File: src/irb_pkg.sv
// Shared types and constants for the bilinear image rotation block.
// Used by every module under src; depends on nothing.
package irb_pkg;

  localparam int MAX_WIDTH  = 256;
  localparam int MAX_HEIGHT = 256;
  localparam int FRAC_BITS  = 14;
  localparam int SHIFT_S    = FRAC_BITS + 1;

  localparam int COORD_W  = 8;
  localparam int DIM_W    = 9;
  localparam int ANGLE_W  = 16;
  localparam int RGB_W    = 24;
  localparam int ARGB_W   = 32;
  localparam int REL_W    = 11;
  localparam int PROD_W   = REL_W + ANGLE_W;
  localparam int POS_W    = 30;
  localparam int FLOOR_W  = POS_W - SHIFT_S;
  localparam int WEIGHT_W = SHIFT_S + 1;
  localparam int RSUM_W   = WEIGHT_W + 9;
  localparam int VSUM_W   = WEIGHT_W + RSUM_W + 1;
  localparam int BANK_AW  = 2 * (COORD_W - 1);
  localparam int BANK_DEPTH = 1 << BANK_AW;
  localparam int CFG_IDX_W  = 2;

  localparam logic [WEIGHT_W-1:0] ONE_S = WEIGHT_W'(1 << SHIFT_S);

  localparam logic OP_LOAD    = 1'b0;
  localparam logic OP_REQUEST = 1'b1;

  localparam logic [CFG_IDX_W-1:0] CFG_WIDTH  = 2'd0;
  localparam logic [CFG_IDX_W-1:0] CFG_HEIGHT = 2'd1;
  localparam logic [CFG_IDX_W-1:0] CFG_COS    = 2'd2;
  localparam logic [CFG_IDX_W-1:0] CFG_SIN    = 2'd3;

  typedef struct packed {
    logic               op;
    logic [COORD_W-1:0] row;
    logic [COORD_W-1:0] col;
    logic [RGB_W-1:0]   rgb;
  } item_t;

  typedef struct packed {
    logic [COORD_W-1:0] x0;
    logic [COORD_W-1:0] x1;
    logic [COORD_W-1:0] y0;
    logic [COORD_W-1:0] y1;
    logic [SHIFT_S-1:0] fx;
    logic [SHIFT_S-1:0] fy;
  } coords_t;

  typedef struct packed {
    logic [WEIGHT_W-1:0] wa;
    logic [WEIGHT_W-1:0] wb;
    logic [WEIGHT_W-1:0] wc;
    logic [WEIGHT_W-1:0] wd;
  } weights_t;

  typedef struct packed {
    logic [RGB_W-1:0] p11;
    logic [RGB_W-1:0] p21;
    logic [RGB_W-1:0] p12;
    logic [RGB_W-1:0] p22;
  } pix_t;

endpackage

File: src/irb_map.sv
// Coordinate mapping: four pipeline stages from output pixel to clamped
// source neighbours and fractions. Depends on irb_pkg.
module irb_map (
  input  logic                                clk,
  input  logic                                rst_n,
  input  logic                                en,
  input  logic                                in_valid,
  input  irb_pkg::item_t                      in_item,
  input  logic [irb_pkg::DIM_W-1:0]           width_cfg,
  input  logic [irb_pkg::DIM_W-1:0]           height_cfg,
  input  logic signed [irb_pkg::ANGLE_W-1:0]  cos_cfg,
  input  logic signed [irb_pkg::ANGLE_W-1:0]  sin_cfg,
  output logic                                out_valid,
  output irb_pkg::item_t                      out_item,
  output irb_pkg::coords_t                    out_coords
);

  function automatic logic [irb_pkg::COORD_W-1:0] clamp_coord(
    input logic signed [irb_pkg::FLOOR_W:0] v,
    input logic [irb_pkg::DIM_W-1:0]        lim
  );
    logic signed [irb_pkg::FLOOR_W:0] hi;
    hi = $signed({{(irb_pkg::FLOOR_W + 1 - irb_pkg::DIM_W){1'b0}},
                  lim - irb_pkg::DIM_W'(1)});
    if (v < 0) begin
      clamp_coord = '0;
    end else if (v > hi) begin
      clamp_coord = hi[irb_pkg::COORD_W-1:0];
    end else begin
      clamp_coord = v[irb_pkg::COORD_W-1:0];
    end
  endfunction

  logic                              v1_r, v2_r, v3_r, v4_r;
  irb_pkg::item_t                    item1_r, item2_r, item3_r, item4_r;
  logic signed [irb_pkg::REL_W-1:0]  rx2_r, ry2_r, rx2_nxt, ry2_nxt;
  logic signed [irb_pkg::PROD_W-1:0] pxc_r, pys_r, pxs_r, pyc_r;
  logic signed [irb_pkg::POS_W-1:0]  xs_r, ys_r, xs_nxt, ys_nxt;
  logic signed [irb_pkg::POS_W-1:0]  wterm, hterm;
  logic signed [irb_pkg::FLOOR_W:0]  x0f, y0f, x1f, y1f;
  irb_pkg::coords_t                  coords_r, coords_nxt;

  assign rx2_nxt = $signed({2'b00, in_item.col, 1'b0}) - $signed({2'b00, width_cfg});
  assign ry2_nxt = $signed({2'b00, in_item.row, 1'b0}) + irb_pkg::REL_W'(2)
                   - $signed({2'b00, height_cfg});

  assign wterm = $signed({{(irb_pkg::POS_W - irb_pkg::DIM_W - irb_pkg::FRAC_BITS){1'b0}},
                          width_cfg, {irb_pkg::FRAC_BITS{1'b0}}});
  assign hterm = $signed({{(irb_pkg::POS_W - irb_pkg::DIM_W - irb_pkg::FRAC_BITS){1'b0}},
                          height_cfg, {irb_pkg::FRAC_BITS{1'b0}}});

  assign xs_nxt = irb_pkg::POS_W'(pxc_r) + irb_pkg::POS_W'(pys_r) + wterm;
  assign ys_nxt = irb_pkg::POS_W'(pyc_r) - irb_pkg::POS_W'(pxs_r) + hterm;

  always_comb begin
    x0f = $signed({xs_r[irb_pkg::POS_W-1], xs_r[irb_pkg::POS_W-1:irb_pkg::SHIFT_S]});
    y0f = $signed({ys_r[irb_pkg::POS_W-1], ys_r[irb_pkg::POS_W-1:irb_pkg::SHIFT_S]});
    x1f = x0f + $signed({{irb_pkg::FLOOR_W{1'b0}},
                         (xs_r[irb_pkg::SHIFT_S-1:0] != '0)});
    y1f = y0f + $signed({{irb_pkg::FLOOR_W{1'b0}},
                         (ys_r[irb_pkg::SHIFT_S-1:0] != '0)});
    coords_nxt.x0 = clamp_coord(x0f, width_cfg);
    coords_nxt.x1 = clamp_coord(x1f, width_cfg);
    coords_nxt.y0 = clamp_coord(y0f, height_cfg);
    coords_nxt.y1 = clamp_coord(y1f, height_cfg);
    coords_nxt.fx = xs_r[irb_pkg::SHIFT_S-1:0];
    coords_nxt.fy = ys_r[irb_pkg::SHIFT_S-1:0];
  end

  always_ff @(posedge clk) begin
    if (!rst_n) begin
      v1_r <= 1'b0;
      v2_r <= 1'b0;
      v3_r <= 1'b0;
      v4_r <= 1'b0;
    end else if (en) begin
      v1_r <= in_valid;
      v2_r <= v1_r;
      v3_r <= v2_r;
      v4_r <= v3_r;
    end
  end

  always_ff @(posedge clk) begin
    if (en) begin
      item1_r  <= in_item;
      rx2_r    <= rx2_nxt;
      ry2_r    <= ry2_nxt;
      item2_r  <= item1_r;
      pxc_r    <= rx2_r * cos_cfg;
      pys_r    <= ry2_r * sin_cfg;
      pxs_r    <= rx2_r * sin_cfg;
      pyc_r    <= ry2_r * cos_cfg;
      item3_r  <= item2_r;
      xs_r     <= xs_nxt;
      ys_r     <= ys_nxt;
      item4_r  <= item3_r;
      coords_r <= coords_nxt;
    end
  end

  assign out_valid  = v4_r;
  assign out_item   = item4_r;
  assign out_coords = coords_r;

endmodule

File: config.mk
export PLATFORM = sky130hd
export DESIGN_NAME = irb_map
export DESIGN_NICKNAME = d
export VERILOG_FILES = /design/src/irb_pkg.sv /design/src/irb_map.sv
export SDC_FILE = /design/constraint.sdc
export NUM_CORES = 2
export LEC_CHECK = 0
export BUFFER_PORTS_ARGS = -buffer_cell sky130_fd_sc_hd__buf_2
export CORE_UTILIZATION = 25
export CTS_CLUSTER_DIAMETER = 80
export DETAILED_ROUTE_END_ITERATION = 7
export SLEW_MARGIN = 30
export SYNTH_ARGS = -nofsm -noshare
export SYNTH_HDL_FRONTEND = slang
export SYNTH_SLANG_ARGS = --single-unit
File: constraint.sdc
create_clock -name clk -period 16.3 [get_ports clk]
set_clock_uncertainty 0.2 [all_clocks]
set_input_delay 0.815 -clock clk [delete_from_list [all_inputs] [get_ports clk]]
set_output_delay 0.815 -clock clk [all_outputs]
set_load 0.02 [all_outputs]
Word level (Yosys, flattened, before mapping) --
Index checks and enable logic that the tools add are counted.
Storage, ports and cells: logic and storage cells 63, output and inout bits 104, register bits 417, input bits 95
Operators by class: add/subtract/negate cells 11, reductions and logical operators 2, muxes and demuxes 4, magnitude comparators 8, multipliers 4
Operators by type and width (count):
- $add 28x24->29 | 2
- $mul 11x16->27 | 2
- $mul 10x16->26 | 2
- $mux 8 | 4
- $add 14x2->15 | 2
- $gt 15x10->1 | 2
- $lt 15x1->1 const B | 2
- $reduce_bool 15->1 | 2
- $add 27x27->28 | 1
- $gt 14x10->1 | 2
- $lt 14x1->1 const B | 2
- $sub 27x27->28 | 1
- $sub 9x1->9 const B | 2
- $sub 10x9->11 | 1
- $add 9x2->10 const B | 1
- $sub 9x9->10 | 1

Longest topological paths before layout --
word-level depth 4, depth in mapped cells 22, gate-level depth less buffers 21

Least setup slack after synthesis --
Ideal clock, no wire load.
kind input port to flip-flop, from in sin_cfg[5] (netlist bit), to reg pys_r[25] (netlist bit), data pin, library setup time 0.262 ns, stages 21, required time 15.838 ns, setup slack 9.966 ns, data arrival time 5.872 ns, path through clkbuf_1 -> and2_1 -> fa_1 -> inv_1 -> fa_1 -> inv_1 -> fa_1 -> fa_1 -> inv_1 -> fa_1 -> inv_1 -> ha_1 -> a21o_1 -> a2111oi_4 -> o31ai_1 -> a41oi_2 -> o21ai_2 -> and4_4 -> a2111oi_4 -> a22oi_2 -> xor2_1
On the way: longest elaborated chain between the ends 1
Ends and longest elaborated chain:
- from (decl) | line irb_map.sv:12 | input logic signed [irb_pkg::ANGLE_W-1:0] sin_cfg,
- $mul 11x16->27 | line irb_map.sv:91 | pys_r <= ry2_r * sin_cfg;
- to (signal assigned) | line irb_map.sv:91
- to (decl) | line irb_map.sv:37 | logic signed [irb_pkg::PROD_W-1:0] pxc_r, pys_r, pxs_r, pyc_r;
Every way passes these cells. A chain may end at the register's enable or synchronous reset.

Worst setup path in the final report --
from reg, netlist name rx2_r[9], to reg pxs_r[25] (netlist bit), data pin
On the way: longest elaborated chain between the ends 1
Ends and longest elaborated chain:
- $mul 10x16->26 | line irb_map.sv:92 | pxs_r <= rx2_r * sin_cfg;
- to (signal assigned) | line irb_map.sv:92
- to (decl) | line irb_map.sv:37
Every way passes these cells.

==> flow_metrics.tcl <==
set metrics [dict create \
    cp_max_fo 14 \
    start_kind "flop" \
    clock.fmax_mhz 146 \
    seq_area_frac_synth 0.287 \
    synth_simple_gate_area_frac 0.115 \
    die_h_um 418 \
    cts_root_buf "clkbuf_16" \
    cts_buffers 48 \
    ys_seq_elements 415 \
    gp_congestion 0.856 \
    synth_xor_area_frac 0.0398 \
    first_pass_iters 5 \
    clockBufferDepth 3 \
    synth.area.top_cells "fa_1 29%, edfxtp_1 28%, ha_1 11%, inv_1 7.5%, and2_1 3.8%" \
    clkLatencyLatePin_ns 0.66 \
    finalHoldViolCount 0 \
    synth_top_area_frac 0.289 \
    synthArstFlopShare 0 \
    cp.arrival_ns 7.04 \
    synth_edf_count 411 \
    synth_cells 4101 \
    start_util 0.252 \
    muxShareOfSynthArea 0.00407 \
    grt_max_degree 127 \
    worstSetupPathType "reg2reg" \
    endpoint_kind "flop" \
    fin_crit_sh 0.419 \
    synth.avg_cell_area_um2 10.6 \
    drc 0 \
    rows 152 \
    coreArea_um2 172000 \
    die_area_um2 175000 \
    drive_above_1_share 0.0792 \
    synth_top_family_by_area "adder cells" \
    drt_wl_total_um 107000 \
    outcome "finished, final reports clean" \
    syn_nets 5213 \
    cts_setup_buffers 0 \
    grt_overflow 0 \
    wl_per_cell_um 16.1 \
    cts_max_level 2 \
    cts_tree "built" \
    rsz0062_at_grt "false" \
    tightest_slew_ns 0.860 \
    antenna_left 0 \
    ios 199 \
    synth_area_leader_cell "fa_1" \
    ys.flop_type "edfxtp_1" \
    grt_first_pass_wirelength_um 170000 \
    syn2layout_area_growth_pct 12.4 \
    setup_viol 0 \
    antenna_found_initial 21 \
    post_cts_resized 0 \
    layout_min_cycle_time_ns 6.83 \
    synth_cell_types 72 \
    cts_sinks 415 \
    nets 5356 \
    cts_hold_buf 0 \
    vias 28750 \
    max_slew_margin 0.427 \
    final_max_slew_viol_count 0 \
    hold_class "in2reg" \
    ys.warnings.count 0 \
    cap_viol_max_count 0 \
    gr-usage-all-layers 0.124 \
    setup_tns_ns 0 \
    port_buffers 198 \
    drt_iter0_drc 1500 \
    die_x_um 418 \
    synth_compound_area_frac 0.0657 \
    dpl.hpwl_um 83500 \
    syn-cell-area_um2 43300 \
    required_ns 16.51 \
    grt_pass1_vias 31109 \
    clk_pin_slew_ns 0.07 \
    synth_adder_area_share 0.402 \
    vias_per_cell 4.35 \
]
-- layer usage --
layer  share of wire  up-vias  GRT usage
li1                -    13279          -
met3           0.043      171     0.0169
met2            0.51      597      0.224
met1            0.41    14691      0.148
met4           0.034       12     0.0458
met5         0.00069        -          0
-- flip-flops by register name, indices dropped and copies added, names as in the netlist, 11 cells and up --
signal / flops
item3_r: 41
item1_r: 41
ys_r: 29
pxc_r: 26
ry2_r: 11
pys_r: 27
out_item: 41
item2_r: 41
out_coords: 62
xs_r: 29
pyc_r: 27
pxs_r: 26
-- synthesized netlist by cell type, types with 5 or more instances --
master and count:
xnor2_1 154, o21ai_0 66, xor2_1 43, clkbuf_1 128, a211oi_1 35, ha_1 392
o21a_1 39, o21bai_1 24, a21oi_1 115, o211a_1 5, nor4_1 13, o31ai_1 14
a21o_1 56, nand3_1 45, a31oi_1 5, o211ai_1 8, and2_1 260, a31o_2 5
fa_1 625, nor3_1 25, nor2b_1 25, inv_1 868, or3_1 9, nand2_1 413
and3_1 18, nand2b_1 42, mux2_2 5, nor2_1 147, mux2i_1 12, edfxtp_1 411
nand4_1 19
-- cell families after synthesis --
group                    count (synthesis)
adder cells (fa/ha/maj)               1017
AND/OR/NAND/NOR                       1031
flip-flops                             415
buffers and inverters                 1002
multiplexers                            17
AO/OA/AOI/OAI                          422
XOR/XNOR                               197
-- final timing paths --
check                                     startpoint                    end  slack, ns  cells after the start
worst max-delay path              rx2_r[9]$_DFFE_PP_    pxs_r[25]$_DFFE_PP_       9.47                     21
worst min-delay path                     in_item[23]  item1_r[23]$_DFFE_PP_       0.14                      1
worst max register to register    rx2_r[9]$_DFFE_PP_    pxs_r[25]$_DFFE_PP_       9.47                     21
worst min register to register  item2_r[4]$_DFFE_PP_   item3_r[4]$_DFFE_PP_       0.21                      0
-- layout by cell type, fill, tap and decap left out, types with 9 or more instances in the layout --
cell	instances
inv_1	868
xor2_1	43
o21bai_1	24
mux2i_1	12
nand4_1	19
clkbuf_16	48
nand3_1	45
a21o_1	56
o31ai_1	14
or3_1	9
fa_1	625
and2_1	260
nor4_1	13
o21ai_0	66
nand2b_1	42
a211oi_1	35
nor2_1	147
edfxtp_1	411
clkinv_4	9
xnor2_1	154
diode_2	10
nand2_1	413
buf_2	197
o21a_1	39
a21oi_1	114
ha_1	392
and3_1	18
buf_4	24
nor2b_1	25
nor3_1	25
-- critical path: stages, from the launching register on --
cell and delay, ns:
edfxtp_1 0.32, buf_4 0.27, clkinv_1 0.49, buf_4 0.39, nor2_1 0.15, fa_1 0.45, fa_1 0.51, fa_1 0.43
fa_1 0.50, inv_1 0.05, fa_1 0.48, inv_1 0.07, ha_1 0.36, a21o_1 0.22, a211oi_1 0.32, o21ai_0 0.20
nand2_1 0.12, o41ai_1 0.09, a31o_2 0.28, a211oi_1 0.38, a21oi_1 0.15, xnor2_1 0.15
-- stage by stage --
stage / setup slack, ns / hold WS [ns] / instances / util / cell area [um^2]
finish: 9.47 / 0.138 / 6603 / 0.283 / 48700
global route: 9.08 / 0.0965 / 6596 / 0.283 / 48700
CTS: 9.51 / 0.0771 / 6592 / 0.283 / 48700
detailed placement: 9.40 / 0.205 / 6503 / 0.273 / 46900
global placement: 9.50 / 0.200 / 6503 / 0.273 / 46900
floorplan: 9.97 / 0.200 / 4101 / - / 43300
-- final cells by class --
class                           instances  area (um^2)
Fill cell                           18027       123000
Multi-Input combinational cell       2684        27100
Sequential cell                       415        12400
Inverter                              870         3270
Tap cell                             2310         2890
Timing Repair Buffer                  225         1230
Clock buffer                           49         1210
Clock inverter                         40          510
Antenna cell                           10         25.0
Power is left out: the tool's default activity adds up to more than one toggle a clock period on the data nets, which glitch-free logic cannot reach.
